**src/bmirq_pkg.sv**
```systemverilog
`timescale 1ns / 1ps
`default_nettype none
package bmirq_pkg;

    // bus operation codes
    localparam logic [2:0] OP_REG_WRITE = 3'd0;
    localparam logic [2:0] OP_TICK      = 3'd1;
    localparam logic [2:0] OP_PRG_MAP   = 3'd2;
    localparam logic [2:0] OP_CHR_MAP   = 3'd3;
    localparam logic [2:0] OP_NT_MAP    = 3'd4;
    localparam logic [2:0] OP_RAM_READ  = 3'd5;
    localparam logic [2:0] OP_RAM_WRITE = 3'd6;

    // register groups, addr bits 15:12
    localparam logic [3:0] GRP_PRG01 = 4'h8;
    localparam logic [3:0] GRP_PRG2  = 4'h9;
    localparam logic [3:0] GRP_CHR01 = 4'ha;
    localparam logic [3:0] GRP_CHR23 = 4'hb;
    localparam logic [3:0] GRP_CHR45 = 4'hc;
    localparam logic [3:0] GRP_CHR67 = 4'hd;
    localparam logic [3:0] GRP_RELOAD = 4'he;
    localparam logic [3:0] GRP_IRQ   = 4'hf;

    // register selects within a group, addr bits 1:0
    localparam logic [1:0] SEL_IRQ_ACK  = 2'd0;
    localparam logic [1:0] SEL_IRQ_CTRL = 2'd1;
    localparam logic [1:0] SEL_MIRROR   = 2'd2;
    localparam logic [1:0] SEL_RAM_CTRL = 2'd2;

    // nametable mirroring modes
    localparam logic [1:0] MIR_HORZ   = 2'd0;
    localparam logic [1:0] MIR_VERT   = 2'd1;
    localparam logic [1:0] MIR_SCREEN0 = 2'd2;
    localparam logic [1:0] MIR_SCREEN1 = 2'd3;

    // counter width masks
    localparam logic [15:0] MASK_4  = 16'h000f;
    localparam logic [15:0] MASK_8  = 16'h00ff;
    localparam logic [15:0] MASK_12 = 16'h0fff;
    localparam logic [15:0] MASK_16 = 16'hffff;

    localparam logic [7:0] PRG_FIXED_BANK = 8'hff;

    // bank and mirroring state seen by the translator
    typedef struct packed {
        logic [2:0][7:0] prg_bank;
        logic [7:0][7:0] chr_bank;
        logic [1:0]      mirror_mode;
        logic            ram_enable;
        logic            ram_write_enable;
    } t_map_state;

    function automatic logic [7:0] set_nibble(input logic [7:0] old_val,
                                              input logic [3:0] nib,
                                              input logic       high);
        logic [7:0] res;
        res = high ? {nib, old_val[3:0]} : {old_val[7:4], nib};
        return res;
    endfunction

endpackage

`default_nettype wire

```
**src/bmirq_if.sv**
```systemverilog
`timescale 1ns / 1ps
`default_nettype none

// bus item channel
interface bmirq_in_if;
    logic        valid;
    logic        ready;
    logic [2:0]  op;
    logic [15:0] addr;
    logic [7:0]  data;

    modport source (output valid, output op, output addr, output data, input ready);
    modport sink   (input valid, input op, input addr, input data, output ready);
endinterface

// result channel
interface bmirq_out_if;
    logic        valid;
    logic        ready;
    logic [20:0] mapped_addr;
    logic        access_ok;
    logic        irq_out;

    modport source (output valid, output mapped_addr, output access_ok, output irq_out,
                    input ready);
    modport sink   (input valid, input mapped_addr, input access_ok, input irq_out,
                    output ready);
endinterface

`default_nettype wire

```
**src/bmirq_regs.sv**
```systemverilog
`timescale 1ns / 1ps
`default_nettype none

module bmirq_regs
    import bmirq_pkg::*;
(
    input  wire logic        i_clk,
    input  wire logic        i_rst_n,
    input  wire logic        i_proc,
    input  wire logic [2:0]  i_op,
    input  wire logic [15:0] i_addr,
    input  wire logic [7:0]  i_data,
    output t_map_state       o_state,
    output logic             o_irq_next
);

    t_map_state  r_state, n_state;
    logic [15:0] r_irq_count, n_irq_count;
    logic [15:0] r_irq_reload, n_irq_reload;
    logic        r_irq_enable, n_irq_enable;
    logic [15:0] r_irq_mask, n_irq_mask;
    logic        r_irq_line, n_irq_line;

    logic [3:0]  grp;
    logic [1:0]  lo;
    logic [3:0]  nib;
    logic [2:0]  chr_idx;
    logic [15:0] dec_count;

    assign grp       = i_addr[15:12];
    assign lo        = i_addr[1:0];
    assign nib       = i_data[3:0];
    assign chr_idx   = {grp[1:0] + 2'd2, lo[1]};
    assign dec_count = (r_irq_count & ~r_irq_mask) | ((r_irq_count - 16'd1) & r_irq_mask);

    // register writes and counter tick
    always_comb begin
        n_state      = r_state;
        n_irq_count  = r_irq_count;
        n_irq_reload = r_irq_reload;
        n_irq_enable = r_irq_enable;
        n_irq_mask   = r_irq_mask;
        n_irq_line   = r_irq_line;
        if (i_proc && i_op == OP_REG_WRITE) begin
            unique case (grp) inside
                GRP_PRG01: begin
                    n_state.prg_bank[lo[1]] = set_nibble(r_state.prg_bank[lo[1]], nib, lo[0]);
                end
                GRP_PRG2: begin
                    if (!lo[1]) begin
                        n_state.prg_bank[2] = set_nibble(r_state.prg_bank[2], nib, lo[0]);
                    end else if (lo == SEL_RAM_CTRL) begin
                        n_state.ram_enable       = nib[0];
                        n_state.ram_write_enable = nib[1];
                    end
                end
                GRP_CHR01, GRP_CHR23, GRP_CHR45, GRP_CHR67: begin
                    n_state.chr_bank[chr_idx] = set_nibble(r_state.chr_bank[chr_idx], nib, lo[0]);
                end
                GRP_RELOAD: begin
                    case (lo)
                        2'd0:    n_irq_reload[3:0]   = nib;
                        2'd1:    n_irq_reload[7:4]   = nib;
                        2'd2:    n_irq_reload[11:8]  = nib;
                        default: n_irq_reload[15:12] = nib;
                    endcase
                end
                GRP_IRQ: begin
                    if (lo == SEL_IRQ_ACK) begin
                        n_irq_line  = 1'b0;
                        n_irq_count = r_irq_reload;
                    end else if (lo == SEL_IRQ_CTRL) begin
                        n_irq_line   = 1'b0;
                        n_irq_enable = nib[0];
                        if (nib[3])      n_irq_mask = MASK_4;
                        else if (nib[2]) n_irq_mask = MASK_8;
                        else if (nib[1]) n_irq_mask = MASK_12;
                        else             n_irq_mask = MASK_16;
                    end else if (lo == SEL_MIRROR) begin
                        n_state.mirror_mode = nib[1:0];
                    end
                end
                default: ;
            endcase
        end else if (i_proc && i_op == OP_TICK && r_irq_enable) begin
            n_irq_count = dec_count;
            if ((dec_count & r_irq_mask) == r_irq_mask) begin
                n_irq_line = 1'b1;
            end
        end
    end

    // state registers
    always_ff @(posedge i_clk) begin
        if (!i_rst_n) begin
            r_state      <= '0;
            r_irq_count  <= '0;
            r_irq_reload <= '0;
            r_irq_enable <= 1'b0;
            r_irq_mask   <= MASK_16;
            r_irq_line   <= 1'b0;
        end else begin
            r_state      <= n_state;
            r_irq_count  <= n_irq_count;
            r_irq_reload <= n_irq_reload;
            r_irq_enable <= n_irq_enable;
            r_irq_mask   <= n_irq_mask;
            r_irq_line   <= n_irq_line;
        end
    end

    assign o_state    = r_state;
    assign o_irq_next = n_irq_line;

endmodule

`default_nettype wire

```
**src/bmirq_xlate.sv**
```systemverilog
`timescale 1ns / 1ps
`default_nettype none

module bmirq_xlate
    import bmirq_pkg::*;
(
    input  wire logic [2:0]  i_op,
    input  wire logic [15:0] i_addr,
    input  wire t_map_state  i_state,
    output logic [20:0]      o_mapped_addr,
    output logic             o_access_ok
);

    logic [7:0] prg_sel;
    logic [7:0] chr_sel;
    logic       nt_bit;

    // prg window bank, top window fixed
    always_comb begin
        case (i_addr[14:13])
            2'd0:    prg_sel = i_state.prg_bank[0];
            2'd1:    prg_sel = i_state.prg_bank[1];
            2'd2:    prg_sel = i_state.prg_bank[2];
            default: prg_sel = PRG_FIXED_BANK;
        endcase
    end

    assign chr_sel = i_state.chr_bank[i_addr[12:10]];

    // nametable page bit
    always_comb begin
        case (i_state.mirror_mode)
            MIR_HORZ:    nt_bit = i_addr[11];
            MIR_VERT:    nt_bit = i_addr[10];
            MIR_SCREEN0: nt_bit = 1'b0;
            default:     nt_bit = 1'b1;
        endcase
    end

    // translation per operation
    always_comb begin
        o_mapped_addr = '0;
        o_access_ok   = 1'b0;
        unique case (i_op)
            OP_PRG_MAP:   o_mapped_addr = {prg_sel, i_addr[12:0]};
            OP_CHR_MAP:   o_mapped_addr = {3'd0, chr_sel, i_addr[9:0]};
            OP_NT_MAP:    o_mapped_addr = {10'd0, nt_bit, i_addr[9:0]};
            OP_RAM_READ: begin
                o_mapped_addr = {8'd0, i_addr[12:0]};
                o_access_ok   = i_state.ram_enable;
            end
            OP_RAM_WRITE: begin
                o_mapped_addr = {8'd0, i_addr[12:0]};
                o_access_ok   = i_state.ram_enable & i_state.ram_write_enable;
            end
            default: ;
        endcase
    end

endmodule

`default_nettype wire

```
**src/bank_mapper_with_irq_counter_unit.sv**
```systemverilog
`timescale 1ns / 1ps
`default_nettype none

// Cartridge bank mapper with a maskable IRQ down-counter. Each bus word (register
// write, CPU tick, PRG/CHR/nametable translation, work RAM read or write) gives
// exactly one result word carrying the translated address, the RAM access flag and
// the IRQ level after that word. One word is taken every clock while the result
// register is not stalled; words pass the input register, then the result register,
// strictly in order, each seeing the bank and counter state left by the word before.
module bank_mapper_with_irq_counter_unit
    import bmirq_pkg::*;
(
    input  wire logic    i_clk,
    input  wire logic    i_rst_n,
    bmirq_in_if.sink     i_item,
    bmirq_out_if.source  o_res
);

    logic        r_s1_valid;
    logic [2:0]  r_s1_op;
    logic [15:0] r_s1_addr;
    logic [7:0]  r_s1_data;

    logic        r_out_valid;
    logic [20:0] r_out_mapped;
    logic        r_out_ok;
    logic        r_out_irq;

    logic        s1_adv;
    logic        s1_proc;
    t_map_state  map_state;
    logic        irq_next;
    logic [20:0] mapped_addr;
    logic        access_ok;

    // pipeline flow
    assign s1_adv       = !r_out_valid || o_res.ready;
    assign s1_proc      = r_s1_valid && s1_adv;
    assign i_item.ready = !r_s1_valid || s1_adv;

    // input register
    always_ff @(posedge i_clk) begin
        if (!i_rst_n) begin
            r_s1_valid <= 1'b0;
        end else if (i_item.ready) begin
            r_s1_valid <= i_item.valid;
        end
    end

    always_ff @(posedge i_clk) begin
        if (i_item.ready && i_item.valid) begin
            r_s1_op   <= i_item.op;
            r_s1_addr <= i_item.addr;
            r_s1_data <= i_item.data;
        end
    end

    bmirq_regs u_regs (
        .i_clk      (i_clk),
        .i_rst_n    (i_rst_n),
        .i_proc     (s1_proc),
        .i_op       (r_s1_op),
        .i_addr     (r_s1_addr),
        .i_data     (r_s1_data),
        .o_state    (map_state),
        .o_irq_next (irq_next)
    );

    bmirq_xlate u_xlate (
        .i_op          (r_s1_op),
        .i_addr        (r_s1_addr),
        .i_state       (map_state),
        .o_mapped_addr (mapped_addr),
        .o_access_ok   (access_ok)
    );

    // result register
    always_ff @(posedge i_clk) begin
        if (!i_rst_n) begin
            r_out_valid <= 1'b0;
        end else if (s1_adv) begin
            r_out_valid <= r_s1_valid;
        end
    end

    always_ff @(posedge i_clk) begin
        if (s1_proc) begin
            r_out_mapped <= mapped_addr;
            r_out_ok     <= access_ok;
            r_out_irq    <= irq_next;
        end
    end

    assign o_res.valid       = r_out_valid;
    assign o_res.mapped_addr = r_out_mapped;
    assign o_res.access_ok   = r_out_ok;
    assign o_res.irq_out     = r_out_irq;

endmodule

`default_nettype wire
```
**src/flat_wrapper.sv**
```systemverilog
// flat-port wrapper written by rule: the top's interface ports become plain ports
module bank_mapper_with_irq_counter_unit_flat import bmirq_pkg::*;
  (i_clk, i_rst_n, i_item_valid, i_item_op, i_item_addr, i_item_data, i_item_ready, o_res_valid, o_res_mapped_addr, o_res_access_ok, o_res_irq_out, o_res_ready);
  bmirq_in_if i_item_i ();
  bmirq_out_if o_res_i ();
  input  wire logic i_clk;
  input  wire logic i_rst_n;
  input wire logic [$bits(i_item_i.valid)-1:0] i_item_valid;
  input wire logic [$bits(i_item_i.op)-1:0] i_item_op;
  input wire logic [$bits(i_item_i.addr)-1:0] i_item_addr;
  input wire logic [$bits(i_item_i.data)-1:0] i_item_data;
  output wire logic [$bits(i_item_i.ready)-1:0] i_item_ready;
  output wire logic [$bits(o_res_i.valid)-1:0] o_res_valid;
  output wire logic [$bits(o_res_i.mapped_addr)-1:0] o_res_mapped_addr;
  output wire logic [$bits(o_res_i.access_ok)-1:0] o_res_access_ok;
  output wire logic [$bits(o_res_i.irq_out)-1:0] o_res_irq_out;
  input wire logic [$bits(o_res_i.ready)-1:0] o_res_ready;
  assign i_item_i.valid = i_item_valid;
  assign i_item_i.op = i_item_op;
  assign i_item_i.addr = i_item_addr;
  assign i_item_i.data = i_item_data;
  assign i_item_ready = i_item_i.ready;
  assign o_res_valid = o_res_i.valid;
  assign o_res_mapped_addr = o_res_i.mapped_addr;
  assign o_res_access_ok = o_res_i.access_ok;
  assign o_res_irq_out = o_res_i.irq_out;
  assign o_res_i.ready = o_res_ready;
  bank_mapper_with_irq_counter_unit u_core (.i_clk(i_clk), .i_rst_n(i_rst_n), .i_item(i_item_i), .o_res(o_res_i));
endmodule
```
**config.mk**
```make
export PLATFORM = sky130hd
export DESIGN_NAME = bank_mapper_with_irq_counter_unit_flat
export DESIGN_NICKNAME = d
export VERILOG_FILES = /design/src/bmirq_pkg.sv /design/src/bmirq_if.sv /design/src/bmirq_regs.sv /design/src/bmirq_xlate.sv /design/src/bank_mapper_with_irq_counter_unit.sv /design/src/flat_wrapper.sv
export SDC_FILE = /design/constraint.sdc
export NUM_CORES = 1
export LEC_CHECK = 0
export BUFFER_PORTS_ARGS = -buffer_cell sky130_fd_sc_hd__buf_2
export CORE_MARGIN = 4
export CORE_UTILIZATION = 61
export DETAILED_ROUTE_END_ITERATION = 10
export PLACE_DENSITY = 0.84
export SLEW_MARGIN = 20
export SYNTH_ARGS = -nofsm -noshare
export SYNTH_HDL_FRONTEND = slang
export SYNTH_HIERARCHICAL = 1
export SYNTH_SLANG_ARGS = --single-unit
export TNS_END_PERCENT = 10
```
**constraint.sdc**
```tcl
create_clock -name i_clk -period 4.54 [get_ports i_clk]
set_clock_uncertainty 0.05 [all_clocks]
set_input_delay 0.227 -clock i_clk [delete_from_list [all_inputs] [get_ports i_clk]]
set_output_delay 0.227 -clock i_clk [all_outputs]
set_load 0.05 [all_outputs]
```
==> summary.txt, run 1 <==
Status
  – Status: complete, no violations

Global route
  – Vias in the first global route: 7388
  – Global-route wire length before repair: 39100 um
  – Largest net degree at the start of global routing: 60
  – Initial antenna violation count: 0
  – Gr ovfl total: 0
  – Total GRT Usage: 0.308

Power
  – P_leak: ~3.7 nW
  – PD cells: between 300 and 400 nW/um^2
  – Clock share of power: 0.462
  – Sequential share of power: 0.474
  – Cell-internal power: 2.72 mW
  – Worst VDD drop: 0.305 mV
  – Gate power share: 0.064
  – Switching power: 0.850 mW
  – Net Sw Frac: 0.238

Timing
  – Fmax: 311 MHz
  – Min Clock Period, post-route: 3.21 ns
  – Hold Fails Final Rpt: 0
  – Final worst path period share: 0.708
  – RSZ-0062 raised after global routing: false
  – Slew headroom: 0.245
  – Setup TNS Final: 0 ns
  – Slew Limit Fails: 0
  – Final setup margin: 1.33 ns
  – Actual slew at the worst max-slew pin: 1.13 ns
  – Final setup vio count: 0

Logic synthesis
  – Post-Syn Instances: 922
  – Synth Warn #: 6
  – Synthesized area: 8630 um^2
  – Syn_area_per_cell: approximately 9.4 um^2
  – Syn_nets: 955

Detailed routing
  – Vias/cell: 6.64
  – WL/cell: roughly 21 um
  – Via count: 7667
  – Drt first-iter violations: 1017
  – DR pass1 iterations: 6
  – Residual DRC: 0
  – Antenna Nets Post-Route: 0
  – Routed WL: about 25000 um

Cells and area
  – Utilization after layout: 0.708
  – Final instance area: 9830 um^2
  – P&R area growth vs syn: 13.8%
  – Ratio of cells with drive above 1 in the final layout: 0.158
  – Nets: ~990
  – N_diodes: 0
  – Fill count: 968

Placed design
  – I/O Buffers: just over 50
  – Place WS: 1.43 ns
  – Dpl cell area: just under 9000 um^2
  – Routability cong.: 0.913
  – Final HPWL DP: 14900 um

Die
  – Row cnt: 43
  – Die X: 127 um
  – Die area: 16100 um^2
  – Ports: 56
  – Core area: 13900 um^2
  – Die Y: 127 um
  – Initial Utilization: 0.622

Min path
  – Min-delay worst type: input port to register

Setup path
  – CP arrival: 3.49 ns
  – WS Path Type: register to register
  – CP max stage cell: o31ai_2
  – Crit path cell chain: nor2b_2, buf_4, or4b_1, buf_4, o31ai_2, o21ai_0, a32o_1
  – Crit-path most repeated cell: buf_4
  – Crit path required time: roughly 4.8 ns
  – Element type at the critical path end: register
  – Critical path launch point type: register
  – Max incr delay on CP: roughly 0.78 ns
  – Crit-path max FO: 26

Clock network
  – # clock sinks: approximately 180
  – Clk root buf: clkbuf_16
  – CTS buffer count: 17
  – Clock Latency Late Sink: 0.44 ns
  – CTS max path bufs: 2
  – Post-CTS Setup Bufs: 0
  – H-tree Lvls: 4
  – CTS tree: yes
  – Worst-path clk slew: 0.07 ns

Run
  – Max-Cap Viols: 0
## critical path, delay by kind of cell, from the launching register on
family	cells	cell delay, ns
AO/OA/AOI/OAI	3	1.29
AND/OR/NAND/NOR	2	0.68
buffers and inverters	2	0.60
flip-flops	1	0.45
## path summary, 6_finish.rpt
kind,slack (ns),cells past startpoint,startpoint,endpoint
max,1.33,7,u_core/r_s1_valid,u_core/u_regs/r_irq_count[14]
min,0.05,3,i_item_valid,u_core/r_s1_valid
max reg2reg,1.33,7,u_core/r_s1_valid,u_core/u_regs/r_irq_count[14]
min reg2reg,0.43,2,u_core/u_regs/o_state[28],u_core/u_regs/o_state[28]
## metrics by stage
stage                     cells  hold WS, ns  power, mW
after floorplan             922        0.276       1.86
after global placement     1099        0.354       1.93
after detailed placement   1099        0.356       1.93
after CTS                  1154       0.0245       3.57
after global routing       1154       0.0747       3.67
final                      1154       0.0455       3.57
## area by class of cell
type	instances	area (um^2)	share of cell area
clock buffers	18	439	0.0447
clock inverters	14	226	0.0230
inverters	14	52.6	0.00535
multi-input cells	660	4270	0.434
flip-flops and latches	177	4000	0.407
well taps	180	225	0.0229
repair buffers	91	613	0.0624
## cell usage in the layout, fill, tap and decap left out, types with 7 or more instances in the layout
master	count
dfxtp_1	131
nand2_1	119
o21ai_0	75
nor2_1	63
mux2i_1	61
a21oi_1	54
buf_2	51
edfxtp_1	46
o22ai_1	43
nand3_1	36
dlygate4sd3_1	23
nor3_1	20
and2_1	18
clkbuf_16	17
buf_4	17
nand2b_1	17
mux2_2	17
inv_1	14
mux4_2	12
nand4_1	11
o21a_1	7
## flip-flops by register name, summed over array words and instances (netlist names)
name / count
u_core/u_regs/r_irq_mask: 3
u_core/u_regs/o_state: 92
u_core/o_res.valid: 1
u_core/o_res.mapped_addr: 21
u_core/u_regs/r_irq_reload: 16
u_core/r_s1_data: 4
u_core/r_s1_op: 3
u_core/u_regs/r_irq_line: 1
u_core/o_res.irq_out: 1
u_core/r_s1_addr: 16
u_core/r_s1_valid: 1
u_core/o_res.access_ok: 1
u_core/u_regs/r_irq_enable: 1
u_core/u_regs/r_irq_count: 16
## power groups by stage
stage	clock network [mW]	registers (mW)	logic [mW]
6_report	1.65	1.69	0.229
5_1_grt	1.73	1.70	0.242
2_1_floorplan	0	1.73	0.133
4_1_cts	1.66	1.69	0.222
3_5_place_dp	0	1.73	0.205
3_3_place_gp	0	1.72	0.202
## repair_timing
action,CTS,global route
gates resized for setup,0,0
hold buffers,23,0
hold endpoints to repair,23,0
## layer usage
metal,up-vias,global-route usage,part of all wire,routed length [um]
met1,3659,0.396,0.38,9360
met5,-,0,0,0
met3,90,0.0703,0.099,2440
met2,472,0.495,0.48,11900
li1,3446,-,-,-
met4,0,0.146,0.037,917
(Power assumes the default switching activity.)
==> run 2: changes to the inputs <==
- CORE_UTILIZATION: 61 -> 55
- PLACE_DENSITY: 0.84 -> 0.8
- clock period: 4.54 -> 2.9 ns (I/O delays scaled with it)
==> summary.txt, run 2 (synthesized netlist as in run 1, its figures left out) <==
Global route
  – Largest net degree at the start of global routing: 41
  – Global-route wire length before repair: 37200 um
  – Initial antenna violation count: 1
  – Total GRT Usage: 0.261
  – Gr ovfl total: 0
  – Vias in the first global route: just over 7000

Detailed routing
  – Met2 wire len: 11400 um
  – Via count: 7546
  – Vias/cell: 6.26
  – Routed WL: roughly 23000 um
  – Top sig layer: met4
  – DR pass1 iterations: 5
  – Met3 wire length: between 1500 and 2000 um
  – Antenna Nets Post-Route: 0
  – WL/cell: 19.4 um
  – Residual DRC: 0
  – Metal1 wirelength: 9380 um
  – Drt first-iter violations: 819

Clock network
  – CTS tree: yes
  – Worst-path clk slew: 0.07 ns
  – Clock Latency Late Sink: 0.43 ns
  – # clock sinks: 177
  – CTS max path bufs: 2
  – CTS buffer count: 17
  – Clk root buf: clkbuf_16
  – H-tree Lvls: 4
  – Post-CTS Setup Bufs: 0

Power
  – P_leak: 3.74 nW
  – PD cells: 522 nW/um^2
  – Total power: 5.18 mW
  – Worst VDD drop: 0.427 mV

Placed design
  – Dpl cell area: a little over 9000 um^2
  – Placed cells: 1148
  – Place WS: ~0.33 ns
  – Final HPWL DP: 14900 um
  – Routability cong.: 0.934
  – I/O Buffers: 51

Die
  – Die X: 133 um
  – Initial Utilization: 0.564
  – Core area: approximately 15000 um^2
  – Row cnt: 45
  – Die Y: 133 um
  – Die area: between 15000 and 20000 um^2
  – Ports: 56

Timing
  – Final setup margin: 0.235 ns
  – RSZ-0062 raised after global routing: false
  – Final worst path period share: 0.919
  – Final hold slack: 0.0419 ns
  – Final setup vio count: 0
  – Actual slew at the worst max-slew pin: 0.869 ns
  – Slew Limit Fails: 0
  – Min Clock Period, post-route: 2.67 ns
  – Hold Fails Final Rpt: 0
  – Setup TNS Final: 0 ns
  – Fmax: ~380 MHz
  – Slew headroom: 0.421

Setup path
  – Buf/Inv on CP: 0
  – WS Path Type: register to register
  – CP arrival: 2.88 ns
  – CP max stage cell: or4b_1
  – Critical path launch point type: register
  – R2r setup slk: roughly 0.23 ns
  – Element type at the critical path end: register
  – Crit path required time: 3.11 ns
  – Worst path depth: 6
  – Crit-path max FO: 10
  – Max incr delay on CP: 0.61 ns
  – Worst R2R End: u_core/u_regs/o_state[46]
  – R2r startpoint: u_core/r_s1_valid
  – Critical Path Sink: u_core/u_regs/o_state[46]
  – Worst r2r path cells: 6
  – Crit path cell chain: nor2b_4, or4b_1, nor3_2, nand2_1, nand3_1, o21ai_0
  – Worst setup startpoint: u_core/r_s1_valid
  – CP top delay family: simple AND/OR/NAND/NOR gates

Cells and area
  – Final instance area: ~9900 um^2
  – Fin cells: 1206
  – Max FFs per register: 92
  – Nets: around 1000
  – Most frequent cells in the layout: dfxtp_1 (131), nand2_1 (119), o21ai_0 (75), nor2_1 (63), mux2i_1 (61)
  – Fill count: 1212
  – FF/Latch Area: around 4000 um^2
  – Utilization after layout: 0.649
  – Multi-input gate area: 4280 um^2
  – P&R area growth vs syn: 15.2%
  – Ratio of cells with drive above 1 in the final layout: 0.172
  – Commonest non-fill, non-tap cell in the layout: dfxtp_1

Min path
  – Min-delay worst type: input port to register

Run
  – Max-Cap Viols: 0

Status
  – Status: complete, no violations
[run 2: cell types whose count changed in the layout (fill, tap and decap cells not counted), moves of 3 or more]
cell / before / now
buf_4: 17 / 33
bufinv_16: 5 / 1
clkinv_4: 3 / 0
clkinv_2: 0 / 4
[run 2: how the worst min path moves through the flow]
stage	start	to	slack, ns	cells after the start
3_3_place_gp	i_item_addr[2]	u_core/r_s1_addr[2]	0.27	1
5_1_grt	o_res_ready	u_core/o_res.valid	0.03	3
6_report	o_res_ready	u_core/o_res.valid	0.04	3
4_1_cts	o_res_ready	u_core/o_res.valid	0.03	3
3_5_place_dp	i_item_addr[7]	u_core/r_s1_addr[7]	0.27	1
2_1_floorplan	i_item_addr[0]	u_core/r_s1_addr[0]	0.19	0
[run 2: per-layer routing]
layer	vias to the layer above	GRT usage
met2	397	0.430
met1	3608	0.335
li1	3481	-
met3	60	0.0536
met5	-	0
met4	0	0.111
[run 2: timing repair]
item                                   in CTS  in global routing
hold buffers                               25                  0
endpoints found under the hold margin      24                  0
resized for setup                           0                  0
[run 2: layout make-up]
cell class / instances / share of cell area
flip-flops and latches: 177 / 0.403
clock inverters: 12 / 0.0108
repair buffers: 111 / 0.0798
well taps: 211 / 0.0266
clock buffers: 20 / 0.0442
inverters: 14 / 0.00529
multi-input cells: 660 / 0.430
diodes: 1 / 0.000252
[run 2: report_power, final]
group / switching [mW] / internal, mW
Combinational: 0.259 / 0.136
Sequential: 0.0545 / 2.58
Clock: 0.966 / 1.19
Total: 1.28 / 3.90
[run 2: worst reg2reg max path: cells and delay by family (launching register included)]
family / cells / cell delay, ns
compound gates: 1 / 0.14
flops: 1 / 0.48
simple gates: 5 / 1.84
